$ cat src/vertex_rotate_project_assert.svh
// Assertion macros for the vertex rotate and project block.
// Used by the top level; expects a clock named i_clk and a reset named i_rst_n.
`ifndef VERTEX_ROTATE_PROJECT_ASSERT_SVH
`define VERTEX_ROTATE_PROJECT_ASSERT_SVH

// same-cycle implication
`define VRP_ASSERT_IMP(lbl, ante, cons) \
    lbl: assert property (@(posedge i_clk) disable iff (!i_rst_n) (ante) |-> (cons)) \
        else $error("vrp assertion failed");

// next-cycle implication
`define VRP_ASSERT_NXT(lbl, ante, cons) \
    lbl: assert property (@(posedge i_clk) disable iff (!i_rst_n) (ante) |=> (cons)) \
        else $error("vrp assertion failed");

`endif

$ cat src/vrp_pkg.sv
// Shared types and constants for the vertex rotate and project block.
// No dependencies.
`default_nettype none
package vrp_pkg;

    localparam int COORD_WIDTH_DEF = 16;
    localparam int ANGLE_FRAC      = 14;
    localparam int POS_FRAC        = 12;
    localparam int PIX_WIDTH       = 16;
    localparam int CFG_DATA_WIDTH  = 16;
    localparam int CFG_IDX_WIDTH   = 3;

    localparam logic signed [15:0] COS_RESET   = 16'sd16364;
    localparam logic signed [15:0] SIN_RESET   = 16'sd819;
    localparam logic [14:0]        EYE_RESET   = 15'd8192;
    localparam logic [9:0]         SCALE_RESET = 10'd100;
    localparam logic [11:0]        OFFX_RESET  = 12'd750;
    localparam logic [11:0]        OFFY_RESET  = 12'd450;

    typedef enum logic [CFG_IDX_WIDTH-1:0] {
        CFG_COS   = 3'd0,
        CFG_SIN   = 3'd1,
        CFG_EYE   = 3'd2,
        CFG_SCALE = 3'd3,
        CFG_OFFX  = 3'd4,
        CFG_OFFY  = 3'd5
    } t_cfg_idx;

    typedef struct packed {
        logic en;
        logic valid;
    } t_pipe_ctl;

endpackage
`default_nettype wire

$ cat src/vrp_rot.sv
// One rotation step in two register stages: products, then floor and saturate.
// Depends on vrp_pkg.
`default_nettype none
module vrp_rot #(
    parameter int CW = vrp_pkg::COORD_WIDTH_DEF
) (
    input  wire logic                  i_clk,
    input  wire logic                  i_rst_n,
    input  vrp_pkg::t_pipe_ctl         i_ctl,
    input  wire logic signed [15:0]    i_c,
    input  wire logic signed [15:0]    i_s,
    input  wire logic signed [CW-1:0]  i_a,
    input  wire logic signed [CW-1:0]  i_b,
    input  wire logic signed [CW-1:0]  i_pass,
    output logic                       o_valid,
    output logic signed [CW-1:0]       o_p,
    output logic signed [CW-1:0]       o_q,
    output logic signed [CW-1:0]       o_pass
);
    import vrp_pkg::*;

    localparam int MW  = CW + 16;
    localparam int SW  = CW + 17;
    localparam int SHW = SW - ANGLE_FRAC;

    logic signed [MW-1:0] r_ca, r_sb, r_cb, r_sa;
    logic signed [CW-1:0] r_pass1;
    logic                 r_v1;

    logic signed [SW-1:0] n_sum_p, n_sum_q;
    logic [SHW-1:0]       n_sh_p, n_sh_q;
    logic [CW-1:0]        n_p, n_q;

    function automatic logic [CW-1:0] sat_coord(input logic [SHW-1:0] v);
        logic [CW-1:0] r;
        r = v[CW-1:0];
        if (!v[SHW-1] && (|v[SHW-2:CW-1])) begin
            r = {1'b0, {(CW-1){1'b1}}};
        end else if (v[SHW-1] && !(&v[SHW-2:CW-1])) begin
            r = {1'b1, {(CW-1){1'b0}}};
        end
        return r;
    endfunction

    always_ff @(posedge i_clk) begin
        if (!i_rst_n) begin
            r_v1    <= 1'b0;
            o_valid <= 1'b0;
        end else if (i_ctl.en) begin
            r_v1    <= i_ctl.valid;
            o_valid <= r_v1;
        end
    end

    always_ff @(posedge i_clk) begin
        if (i_ctl.en) begin
            r_ca    <= i_c * i_a;
            r_sb    <= i_s * i_b;
            r_cb    <= i_c * i_b;
            r_sa    <= i_s * i_a;
            r_pass1 <= i_pass;
            o_p     <= n_p;
            o_q     <= n_q;
            o_pass  <= r_pass1;
        end
    end

    always_comb begin
        n_sum_p = SW'(r_ca) + SW'(r_sb);
        n_sum_q = SW'(r_cb) - SW'(r_sa);
        n_sh_p  = n_sum_p[SW-1:ANGLE_FRAC];
        n_sh_q  = n_sum_q[SW-1:ANGLE_FRAC];
        n_p     = sat_coord(n_sh_p);
        n_q     = sat_coord(n_sh_q);
    end

endmodule
`default_nettype wire

$ cat config.mk
export PLATFORM = sky130hd
export DESIGN_NAME = vrp_rot
export DESIGN_NICKNAME = d
export VERILOG_FILES = /design/src/vertex_rotate_project_assert.svh /design/src/vrp_pkg.sv /design/src/vrp_rot.sv
export SDC_FILE = /design/constraint.sdc
export NUM_CORES = 2
export LEC_CHECK = 0
export ABC_CLOCK_PERIOD_IN_PS = 22200
export BUFFER_PORTS_ARGS = -buffer_cell sky130_fd_sc_hd__buf_2
export CORE_MARGIN = 8
export CORE_UTILIZATION = 50
export DETAILED_ROUTE_END_ITERATION = 7
export PLACE_DENSITY = 0.7
export RECOVER_POWER = 50
export SETUP_SLACK_MARGIN = 0.1
export SKIP_CTS_REPAIR_TIMING = 1
export SLEW_MARGIN = 20
export SYNTH_ARGS = -nofsm -noshare
export SYNTH_HDL_FRONTEND = slang
export SYNTH_SLANG_ARGS = --single-unit
$ cat constraint.sdc
create_clock -name i_clk -period 22.2 [get_ports i_clk]
set_input_delay 3.33 -clock i_clk [delete_from_list [all_inputs] [get_ports i_clk]]
set_output_delay 3.33 -clock i_clk [all_outputs]
set_load 0.005 [all_outputs]
==> results_dict.tcl <==
set metrics [dict create \
    final_nets 6433 \
    syn_avg_cell_area_um2 9.69 \
    failed_checks "max-capacitance violations, max-slew violations" \
    cp_common_cell "fa_1" \
    synth_edf_count 192 \
    die-area_mm2 0.106 \
    synth_flop_cell "edfxtp_1" \
    post-route-drc-count 0 \
    wl_per_cell_um 17.6 \
    slowest_stage "clkbuf_1" \
    ys_seq_elements 194 \
    layout-drive-gt1-share_pct 3.23 \
    clkSlewWorstSetupHoldPaths_ns 0.09 \
    grt_first_pass_wirelength_mm 183 \
    ys_seq_area_share_pct 12.1 \
    firstDrtPassIters 7 \
    die-width_um 325 \
    min_path_type "flip-flop to flip-flop" \
    worst_pin_slew_ns 3.66 \
    syn_to_final_growth_pct 4.53 \
    final_cell_area_mm2 0.0500 \
    cp_top_family "adder cells" \
    clk_latency_ns 0.51 \
    synth_fp_nets 6460 \
    fp.coreArea_mm2 0.0949 \
    critPathMaxStageDelay_ns 1.38 \
    pre_cts_ws_ns 11.88 \
    post_drt_via_cell_ratio 5.27 \
    wirelength_mm 109 \
    setup_ws_ns 11.89 \
    cp-startpoint "i_s[0]" \
    grt_usage_pct 21.4 \
    period_needed_ns 10.31 \
    grt_remaining_overflow 0 \
    numCtsBuffers 17 \
    hold_viol 0 \
    reg2reg_from "r_ca[1]" \
    synthArstFlopShare_pct 0 \
    clkSinkCount 194 \
    grt_max_degree 72 \
    status "complete, but fails checks" \
    ant_nets 0 \
    gp_congestion 0.837 \
    max_freq_ghz 0.0970 \
    clock_skew_ns 0.0226 \
    worstSetupEndpointType "flip-flop" \
    rows 113 \
    min_from "r_pass1[2]" \
    cp_cell_sequence "clkbuf_1 -> nand2_1 -> fa_1 -> inv_1 -> fa_1 -> ha_1 -> fa_1 -> inv_1 -> fa_1 -> fa_1 -> inv_1 -> ha_1 -> nor4_1 -> o211ai_1 -> a41o_1 -> o211ai_1 -> a211oi_1 -> o41ai_1 -> a21oi_1 -> o21a_1 -> nor2_1 -> xnor2_1" \
    syn_inst 4938 \
    setup_viol 0 \
    place_inst 6157 \
    ys_types 73 \
    critPathMaxFanout 32 \
    post-dp-hpwl_mm 84.1 \
    grt_pass1_vias 35200 \
    drv_cap 4 \
    syn_area_mm2 0.0478 \
    final_cell_mix "1,205 x inv_1, 1,048 x fa_1, 520 x nand2_1" \
    placed_cell_area_mm2 0.0495 \
    die_height_um 325 \
    layout_commonest_cell "inv_1" \
    critical_path_class "input port to flip-flop" \
    cp_num_buf_inv 4 \
    critical_path_arrival_ns 10.57 \
    h-tree-depth 4 \
    slew-limit-headroom_pct -144 \
    start_kind "input port" \
    rsz0062_at_grt "false" \
    min_period_over_period_pct 46.5 \
    vias 32700 \
    clock_path_buffers 2 \
    tns_ns 0 \
    cts_tree "done" \
    io_buffers 132 \
    final_cells 6200 \
    cp_data_required_time_ns 22.46 \
    root_buffer "clkbuf_16" \
    initial_core_util_pct 50.4 \
    synth_warnings 0 \
    io_pins 133 \
    drt-initial-drc-count 2091 \
    finalMaxSlewViolations 193 \
    antenna_found_initial 18 \
]
## state kept, by name, summed over array words and instances (netlist names)
| name | count |
|---|---|
| r_sb | 32 |
| r_pass1 | 16 |
| r_sa | 32 |
| o_pass | 16 |
| r_ca | 32 |
| o_valid | 1 |
| o_q | 16 |
| o_p | 16 |
| r_cb | 32 |
| r_v1 | 1 |
## cell usage after synthesis (5+ instances only)
cell type     n  share of area, %
a21o_1       88               1.4
clkbuf_1    194               1.5
xor2_1       49              0.90
nand2b_1     31              0.41
nor3_1       18              0.19
o21bai_1     15              0.24
a211oi_1      9              0.14
or3_1         5             0.065
a41oi_1       5             0.092
inv_1      1205               9.5
nor2b_1      16              0.21
o211ai_1     10              0.16
a21o_2        5             0.092
nor4_1        5             0.065
a31o_2        9              0.16
nand2_1     520               4.1
and3_1       23              0.30
nand3_1      23              0.24
xnor2_1     125               2.3
nor2_1      117              0.92
o21a_1       18              0.28
edfxtp_1    192                12
a21oi_1     122               1.3
a31oi_1      10              0.13
and2_1      508               6.6
o21ai_0      80              0.84
ha_1        390                10
fa_1       1048                44
o31a_1        5             0.092
nand4_1       6             0.078
o2111ai_1    11              0.20
## area by class of cell
class | instances | area [µm²]
antenna | 11 | 27.5
clock buffer | 17 | 425
clock inverter | 15 | 165
fill | 8554 | 44900
inverter | 1205 | 4520
multi-input combinational | 3341 | 36700
sequential | 194 | 5810
tap | 1265 | 1580
timing repair buffer | 152 | 752
## cell families after synthesis
family,share of synthesized area [%]
fa+ha+maj,54.0
simple gates,13.6
buf+inv,11.0
compound gates,5.98
mux,0.0628
flops,12.1
xor+xnor,3.18
## final timing paths
check         endpoint  slack (ns)  cells past startpoint
max           r_sb[31]       11.89                     22
min          o_pass[2]        0.42                      0
max reg2reg     o_p[9]       17.51                     11
min reg2reg  o_pass[2]        0.42                      0
## layer usage
layer / up-vias / track usage (%) / part of all wire, %
met3: 128 / 3.60 / 6.6
li1: 14700 / - / -
met5: - / 0 / 0.038
met2: 933 / 34.2 / 47
met4: 6 / 6.62 / 2.9
met1: 16900 / 29.9 / 44
## per-stage QoR
stage / utilization (%) / hold WS (ns)
5_1_grt: 52.7 / 0.429
2_1_floorplan: - / 0.400
4_1_cts: 52.8 / 0.417
3_3_place_gp: 52.2 / 0.400
3_5_place_dp: 52.2 / 0.405
6_report: 52.7 / 0.423
Power is not shown: default switching activity piles up to over one toggle a cycle in this logic, so the estimate is an artifact.
