File: config.mk
export PLATFORM = sky130hd
export DESIGN_NAME = vrp_div
export DESIGN_NICKNAME = d
export VERILOG_FILES = /design/src/vertex_rotate_project_assert.svh /design/src/vrp_pkg.sv /design/src/vrp_div.sv
export SDC_FILE = /design/constraint.sdc
export NUM_CORES = 2
export LEC_CHECK = 0
export BUFFER_PORTS_ARGS = -buffer_cell sky130_fd_sc_hd__buf_4
export CAP_MARGIN = 30
export CORE_MARGIN = 2
export CORE_UTILIZATION = 40
export DETAILED_ROUTE_END_ITERATION = 10
export PLACE_DENSITY = 0.57
export SYNTH_ARGS = -nofsm -noshare
export SYNTH_HDL_FRONTEND = slang
export SYNTH_SLANG_ARGS = --single-unit
File: constraint.sdc
create_clock -name i_clk -period 4.82 [get_ports i_clk]
set_input_delay 0.482 -clock i_clk [delete_from_list [all_inputs] [get_ports i_clk]]
set_output_delay 0.482 -clock i_clk [all_outputs]
set_load 0.1 [all_outputs]
File: src/vertex_rotate_project_assert.svh
// Assertion macros for the vertex rotate and project block.
// Used by the top level; expects a clock named i_clk and a reset named i_rst_n.
`ifndef VERTEX_ROTATE_PROJECT_ASSERT_SVH
`define VERTEX_ROTATE_PROJECT_ASSERT_SVH

// same-cycle implication
`define VRP_ASSERT_IMP(lbl, ante, cons) \
    lbl: assert property (@(posedge i_clk) disable iff (!i_rst_n) (ante) |-> (cons)) \
        else $error("vrp assertion failed");

// next-cycle implication
`define VRP_ASSERT_NXT(lbl, ante, cons) \
    lbl: assert property (@(posedge i_clk) disable iff (!i_rst_n) (ante) |=> (cons)) \
        else $error("vrp assertion failed");

`endif

File: src/vrp_pkg.sv
// Shared types and constants for the vertex rotate and project block.
// No dependencies.
`default_nettype none
package vrp_pkg;

    localparam int COORD_WIDTH_DEF = 16;
    localparam int ANGLE_FRAC      = 14;
    localparam int POS_FRAC        = 12;
    localparam int PIX_WIDTH       = 16;
    localparam int CFG_DATA_WIDTH  = 16;
    localparam int CFG_IDX_WIDTH   = 3;

    localparam logic signed [15:0] COS_RESET   = 16'sd16364;
    localparam logic signed [15:0] SIN_RESET   = 16'sd819;
    localparam logic [14:0]        EYE_RESET   = 15'd8192;
    localparam logic [9:0]         SCALE_RESET = 10'd100;
    localparam logic [11:0]        OFFX_RESET  = 12'd750;
    localparam logic [11:0]        OFFY_RESET  = 12'd450;

    typedef enum logic [CFG_IDX_WIDTH-1:0] {
        CFG_COS   = 3'd0,
        CFG_SIN   = 3'd1,
        CFG_EYE   = 3'd2,
        CFG_SCALE = 3'd3,
        CFG_OFFX  = 3'd4,
        CFG_OFFY  = 3'd5
    } t_cfg_idx;

    typedef struct packed {
        logic en;
        logic valid;
    } t_pipe_ctl;

endpackage
`default_nettype wire

File: src/vrp_div.sv
// Pipelined restoring divider, one quotient bit per stage, two numerators
// over one shared divisor, with a sideband carried alongside. Depends on vrp_pkg.
`default_nettype none
module vrp_div #(
    parameter int NW = 28,
    parameter int DW = 16,
    parameter int SW = 8
) (
    input  wire logic                  i_clk,
    input  wire logic                  i_rst_n,
    input  vrp_pkg::t_pipe_ctl         i_ctl,
    input  wire logic [1:0][NW-1:0]    i_num,
    input  wire logic [DW-1:0]         i_den,
    input  wire logic [SW-1:0]         i_side,
    output logic                       o_valid,
    output logic [1:0][NW-1:0]         o_quo,
    output logic [SW-1:0]              o_side
);
    import vrp_pkg::*;

    logic [1:0][NW-1:0] r_nq   [NW];
    logic [1:0][DW-1:0] r_rem  [NW];
    logic [DW-1:0]      r_den  [NW];
    logic [SW-1:0]      r_side [NW];
    logic               r_v    [NW];

    for (genvar k = 0; k < NW; k++) begin : g_stage
        logic [1:0][NW-1:0] w_nq;
        logic [1:0][DW-1:0] w_rem;
        logic [DW-1:0]      w_den;
        logic [SW-1:0]      w_side;
        logic               w_v;
        logic [1:0][NW-1:0] n_nq;
        logic [1:0][DW-1:0] n_rem;
        logic [DW:0]        t0, t1;

        if (k == 0) begin : g_first
            assign w_nq   = i_num;
            assign w_rem  = '0;
            assign w_den  = i_den;
            assign w_side = i_side;
            assign w_v    = i_ctl.valid;
        end else begin : g_next
            assign w_nq   = r_nq[k-1];
            assign w_rem  = r_rem[k-1];
            assign w_den  = r_den[k-1];
            assign w_side = r_side[k-1];
            assign w_v    = r_v[k-1];
        end

        always_comb begin
            t0 = {w_rem[0], w_nq[0][NW-1]};
            t1 = {w_rem[1], w_nq[1][NW-1]};
            if (t0 >= {1'b0, w_den}) begin
                n_rem[0] = DW'(t0 - {1'b0, w_den});
                n_nq[0]  = {w_nq[0][NW-2:0], 1'b1};
            end else begin
                n_rem[0] = t0[DW-1:0];
                n_nq[0]  = {w_nq[0][NW-2:0], 1'b0};
            end
            if (t1 >= {1'b0, w_den}) begin
                n_rem[1] = DW'(t1 - {1'b0, w_den});
                n_nq[1]  = {w_nq[1][NW-2:0], 1'b1};
            end else begin
                n_rem[1] = t1[DW-1:0];
                n_nq[1]  = {w_nq[1][NW-2:0], 1'b0};
            end
        end

        always_ff @(posedge i_clk) begin
            if (!i_rst_n) begin
                r_v[k] <= 1'b0;
            end else if (i_ctl.en) begin
                r_v[k] <= w_v;
            end
        end

        always_ff @(posedge i_clk) begin
            if (i_ctl.en) begin
                r_nq[k]   <= n_nq;
                r_rem[k]  <= n_rem;
                r_den[k]  <= w_den;
                r_side[k] <= w_side;
            end
        end
    end

    assign o_valid = r_v[NW-1];
    assign o_quo   = r_nq[NW-1];
    assign o_side  = r_side[NW-1];

endmodule
`default_nettype wire

==> flow_metrics.env <==
export IMPL_outcome="finished clean"
export IMPL_antenna_found_initial=5
export IMPL_yosys_area_top_type_share_pct=65.2
export IMPL_wl_met2_mm=149
export IMPL_clk_latency_ns=0.95
export IMPL_core_um2=356000
export IMPL_cts_inserted_buffers=345
export IMPL_synth_area_per_cell_um2=14.0
export IMPL_port_buffers=148
export IMPL_die_y_um=603
export IMPL_crit_type="flip-flop to flip-flop"
export IMPL_fmax_mhz=262
export IMPL_grt_start_max_net_pins=182
export IMPL_final_min_clock_period_ns=3.81
export IMPL_grt_usage_pct=17.2
export IMPL_setup_tns_ns=0
export IMPL_cts_sinks=3116
export IMPL_syn_inst=10200
export IMPL_ys_ff_latch=3116
export IMPL_crit_chain="inv_1 > ha_1 > nor2b_1 > o21ai_0 > a21o_1 > a31oi_1 > a2111oi_0 > nor2_1 > o31ai_4 > mux2_2"
export IMPL_met1_length_mm=146
export IMPL_post_route_period_util_pct=79.1
export IMPL_yosys_warnings=0
export IMPL_avgRoutedWirePerCell_um=20.1
export IMPL_leakagePower_uw=0.0616
export IMPL_path_buf_inv=1
export IMPL_holdCritStartpoint="i_ctl[1]"
export IMPL_drive_gt1_share_pct=11.9
export IMPL_drtIter0Drc=6230
export IMPL_areaGrowthSynthToFinish_pct=14.0
export IMPL_rsz0062_at_grt="no"
export IMPL_syn_nets=11200
export IMPL_power_frac_clock_pct=24.9
export IMPL_pwr_share_seq_pct=39.0
export IMPL_hold_violations=0
export IMPL_setup_ws_ns=1.01
export IMPL_worstPathRequired_ns=5.49
export IMPL_crit_slowest_cell="o31ai_4"
export IMPL_cp_end_kind="flip-flop"
export IMPL_cts_tree="built"
export IMPL_synth_edff_count=3115
export IMPL_drt_wl_total_mm=318
export IMPL_vias=82300
export IMPL_htree_num_levels=5
export IMPL_ys_flop_type="edfxtp_1"
export IMPL_clock_skew_ns=0.0559
export IMPL_place_ws_ns=0.886
export IMPL_worst_slew_pin_slew_ns=1.08
export IMPL_synth_async_sr_flop_share_pct=0
export IMPL_dieWidth_um=603
export IMPL_powerDensity_nw_per_um2=650
export IMPL_drc_errors=0
export IMPL_grt_pass1_vias=82300
export IMPL_hold_path_class="primary input to flip-flop"
export IMPL_top_layer="met4"
export IMPL_boundaryPins=149
export IMPL_netlist_area_um2=143000
export IMPL_cap_viol_max_count=0
export IMPL_synth_largest_area_cell="edfxtp_1"
export IMPL_cts_root_buffer="clkbuf_16"
export IMPL_viasPerCell=5.21
export IMPL_post_cts_buffers=0
export IMPL_final_common_cell="edfxtp_1"
export IMPL_postRouteAntennaNets=0
export IMPL_row_count=219
export IMPL_yosysUniqueCellTypes=89
export IMPL_grt_overflow=0
export IMPL_path_delay_family="compound AO/OA/AOI/OAI gates"
export IMPL_final_util_pct=45.9
export IMPL_ir_worst_vdd_mv=0.406
export IMPL_nets=11800
export IMPL_p_int_uw=70400
export IMPL_report_final_slew_viol_count=0
export IMPL_grt_pass1_wl_mm=487
export IMPL_rr_startpoint="r_den[0][225]"
export IMPL_gp_congestion=0.911
export IMPL_seq_area_frac_synth_pct=65.2
export IMPL_synth_area_top_cells="edfxtp_1 (65%), ha_1 (7.6%), mux2_2 (3.0%), xnor2_1 (2.2%), a21oi_1 (2.1%)"
export IMPL_worst_path_largest_cell_delay_ns=0.89
export IMPL_start_util_pct=40.2
export IMPL_drtPass1Iterations=7
export IMPL_mostFrequentLayoutCells="edfxtp_1 (3115), ha_1 (868), inv_1 (738)"
export IMPL_p_sw_share_pct=33.7
export IMPL_p_switching_uw=35800
export IMPL_clock_path_buffers=4
export IMPL_die_area_um2=363000
export IMPL_cp_start_kind="flip-flop"
export IMPL_crit_fanout=17
export IMPL_dp_hpwl_mm=229
export IMPL_wl_met3_mm=12.5
export IMPL_relSlewSlack_pct=28.0
export IMPL_setup_violations_final=0
export IMPL_crit_start="r_den[0][225]"
export IMPL_clkTransAtPathRegs_ns=0.06
export IMPL_p_comb_share_pct=36.1
export IMPL_arrival_ns=4.48
## path summary, 6_finish.rpt
| kind | slack (ns) | end | depth (start not counted) |
|---|---|---|---|
| hold reg to reg | 0.39 | r_nq[1][570] | 0 |
| setup reg to reg | 1.01 | r_rem[0][506] | 10 |
| setup / recovery | 1.01 | r_rem[0][506] | 10 |
| hold / removal | 0.11 | r_nq[0][259] | 1 |
## stage by stage
step | instances | area, um2 | total power (uW) | hold slack (ns)
after global routing | 15800 | 164000 | 113000 | 0.0745
after detailed placement | 15100 | 151000 | 79800 | 0.405
final | 15800 | 164000 | 106000 | 0.114
after CTS | 15800 | 164000 | 107000 | 0.0334
after floorplan | 10200 | 143000 | 68700 | 0.400
after global placement | 15100 | 151000 | 79200 | 0.400
## synthesized netlist by cell type (all sizes together), types with 69 or more instances
cell    count
o31ai      94
mux2      436
nand3     166
nor3      168
xor2      202
nor2b     145
xnor2     361
nand2     505
clkbuf     94
mux2i      75
or3        75
nand2b     84
o21ai     534
inv       738
and3       69
a21o      152
ha        868
edfxtp   3115
a21boi     76
nor2      631
a21oi     613
nand4     103
o21a      148
## power by group through the flow
stage | clock network, uW | logic, uW | registers (uW)
6_report | 26500 | 38300 | 41400
5_1_grt | 28500 | 42600 | 41900
4_1_cts | 27500 | 38300 | 41500
3_5_place_dp | 0 | 37800 | 41900
3_3_place_gp | 0 | 37100 | 42000
2_1_floorplan | 0 | 28900 | 39900
## repair_timing
action                                 CTS  global route
hold buffers                            83             0
resized for setup                        0             0
endpoints found under the hold margin  113             0
## logic make-up after synthesis
kind of cell / Yosys count / share of synthesized area (%)
AND/OR/NAND/NOR: 2098 / 6.96
XOR/XNOR: 563 / 3.44
multiplexers: 511 / 4.08
flip-flops: 3116 / 65.2
AO/OA/AOI/OAI: 2136 / 9.64
buffers and inverters: 868 / 2.37
adder cells (fa/ha/maj): 920 / 8.30
## routing by layer
layer	GRT usage (%)	vias to the layer above
li1	-	39700
met4	5.80	0
met2	28.1	1734
met1	23.5	40300
met5	0	-
met3	2.21	532
## worst register-to-register path: stages, from the launching register on
cell and delay (ns):
edfxtp_1 0.47, inv_1 0.12, ha_1 0.30, nor2b_1 0.13, o21ai_0 0.22, a21o_1 0.18, a31oi_1 0.17, a2111oi_0 0.47
nor2_1 0.16, o31ai_4 0.89, mux2_2 0.43
## state kept, by name (all words and copies together), names as in the netlist
register and cells:
r_den 432, r_side 224, r_v 28, r_rem 864, r_nq 1568
## final cells by class
class | count | area [um2]
tap | 4751 | 5940
multi-input combinational | 6228 | 46700
fill | 31100 | 193000
antenna | 3 | 7.51
clock inverter | 208 | 2490
timing repair buffer | 341 | 3140
inverter | 738 | 2770
clock buffer | 412 | 8980
sequential | 3116 | 93600
Note: power is estimated with default switching activity, not from simulation.
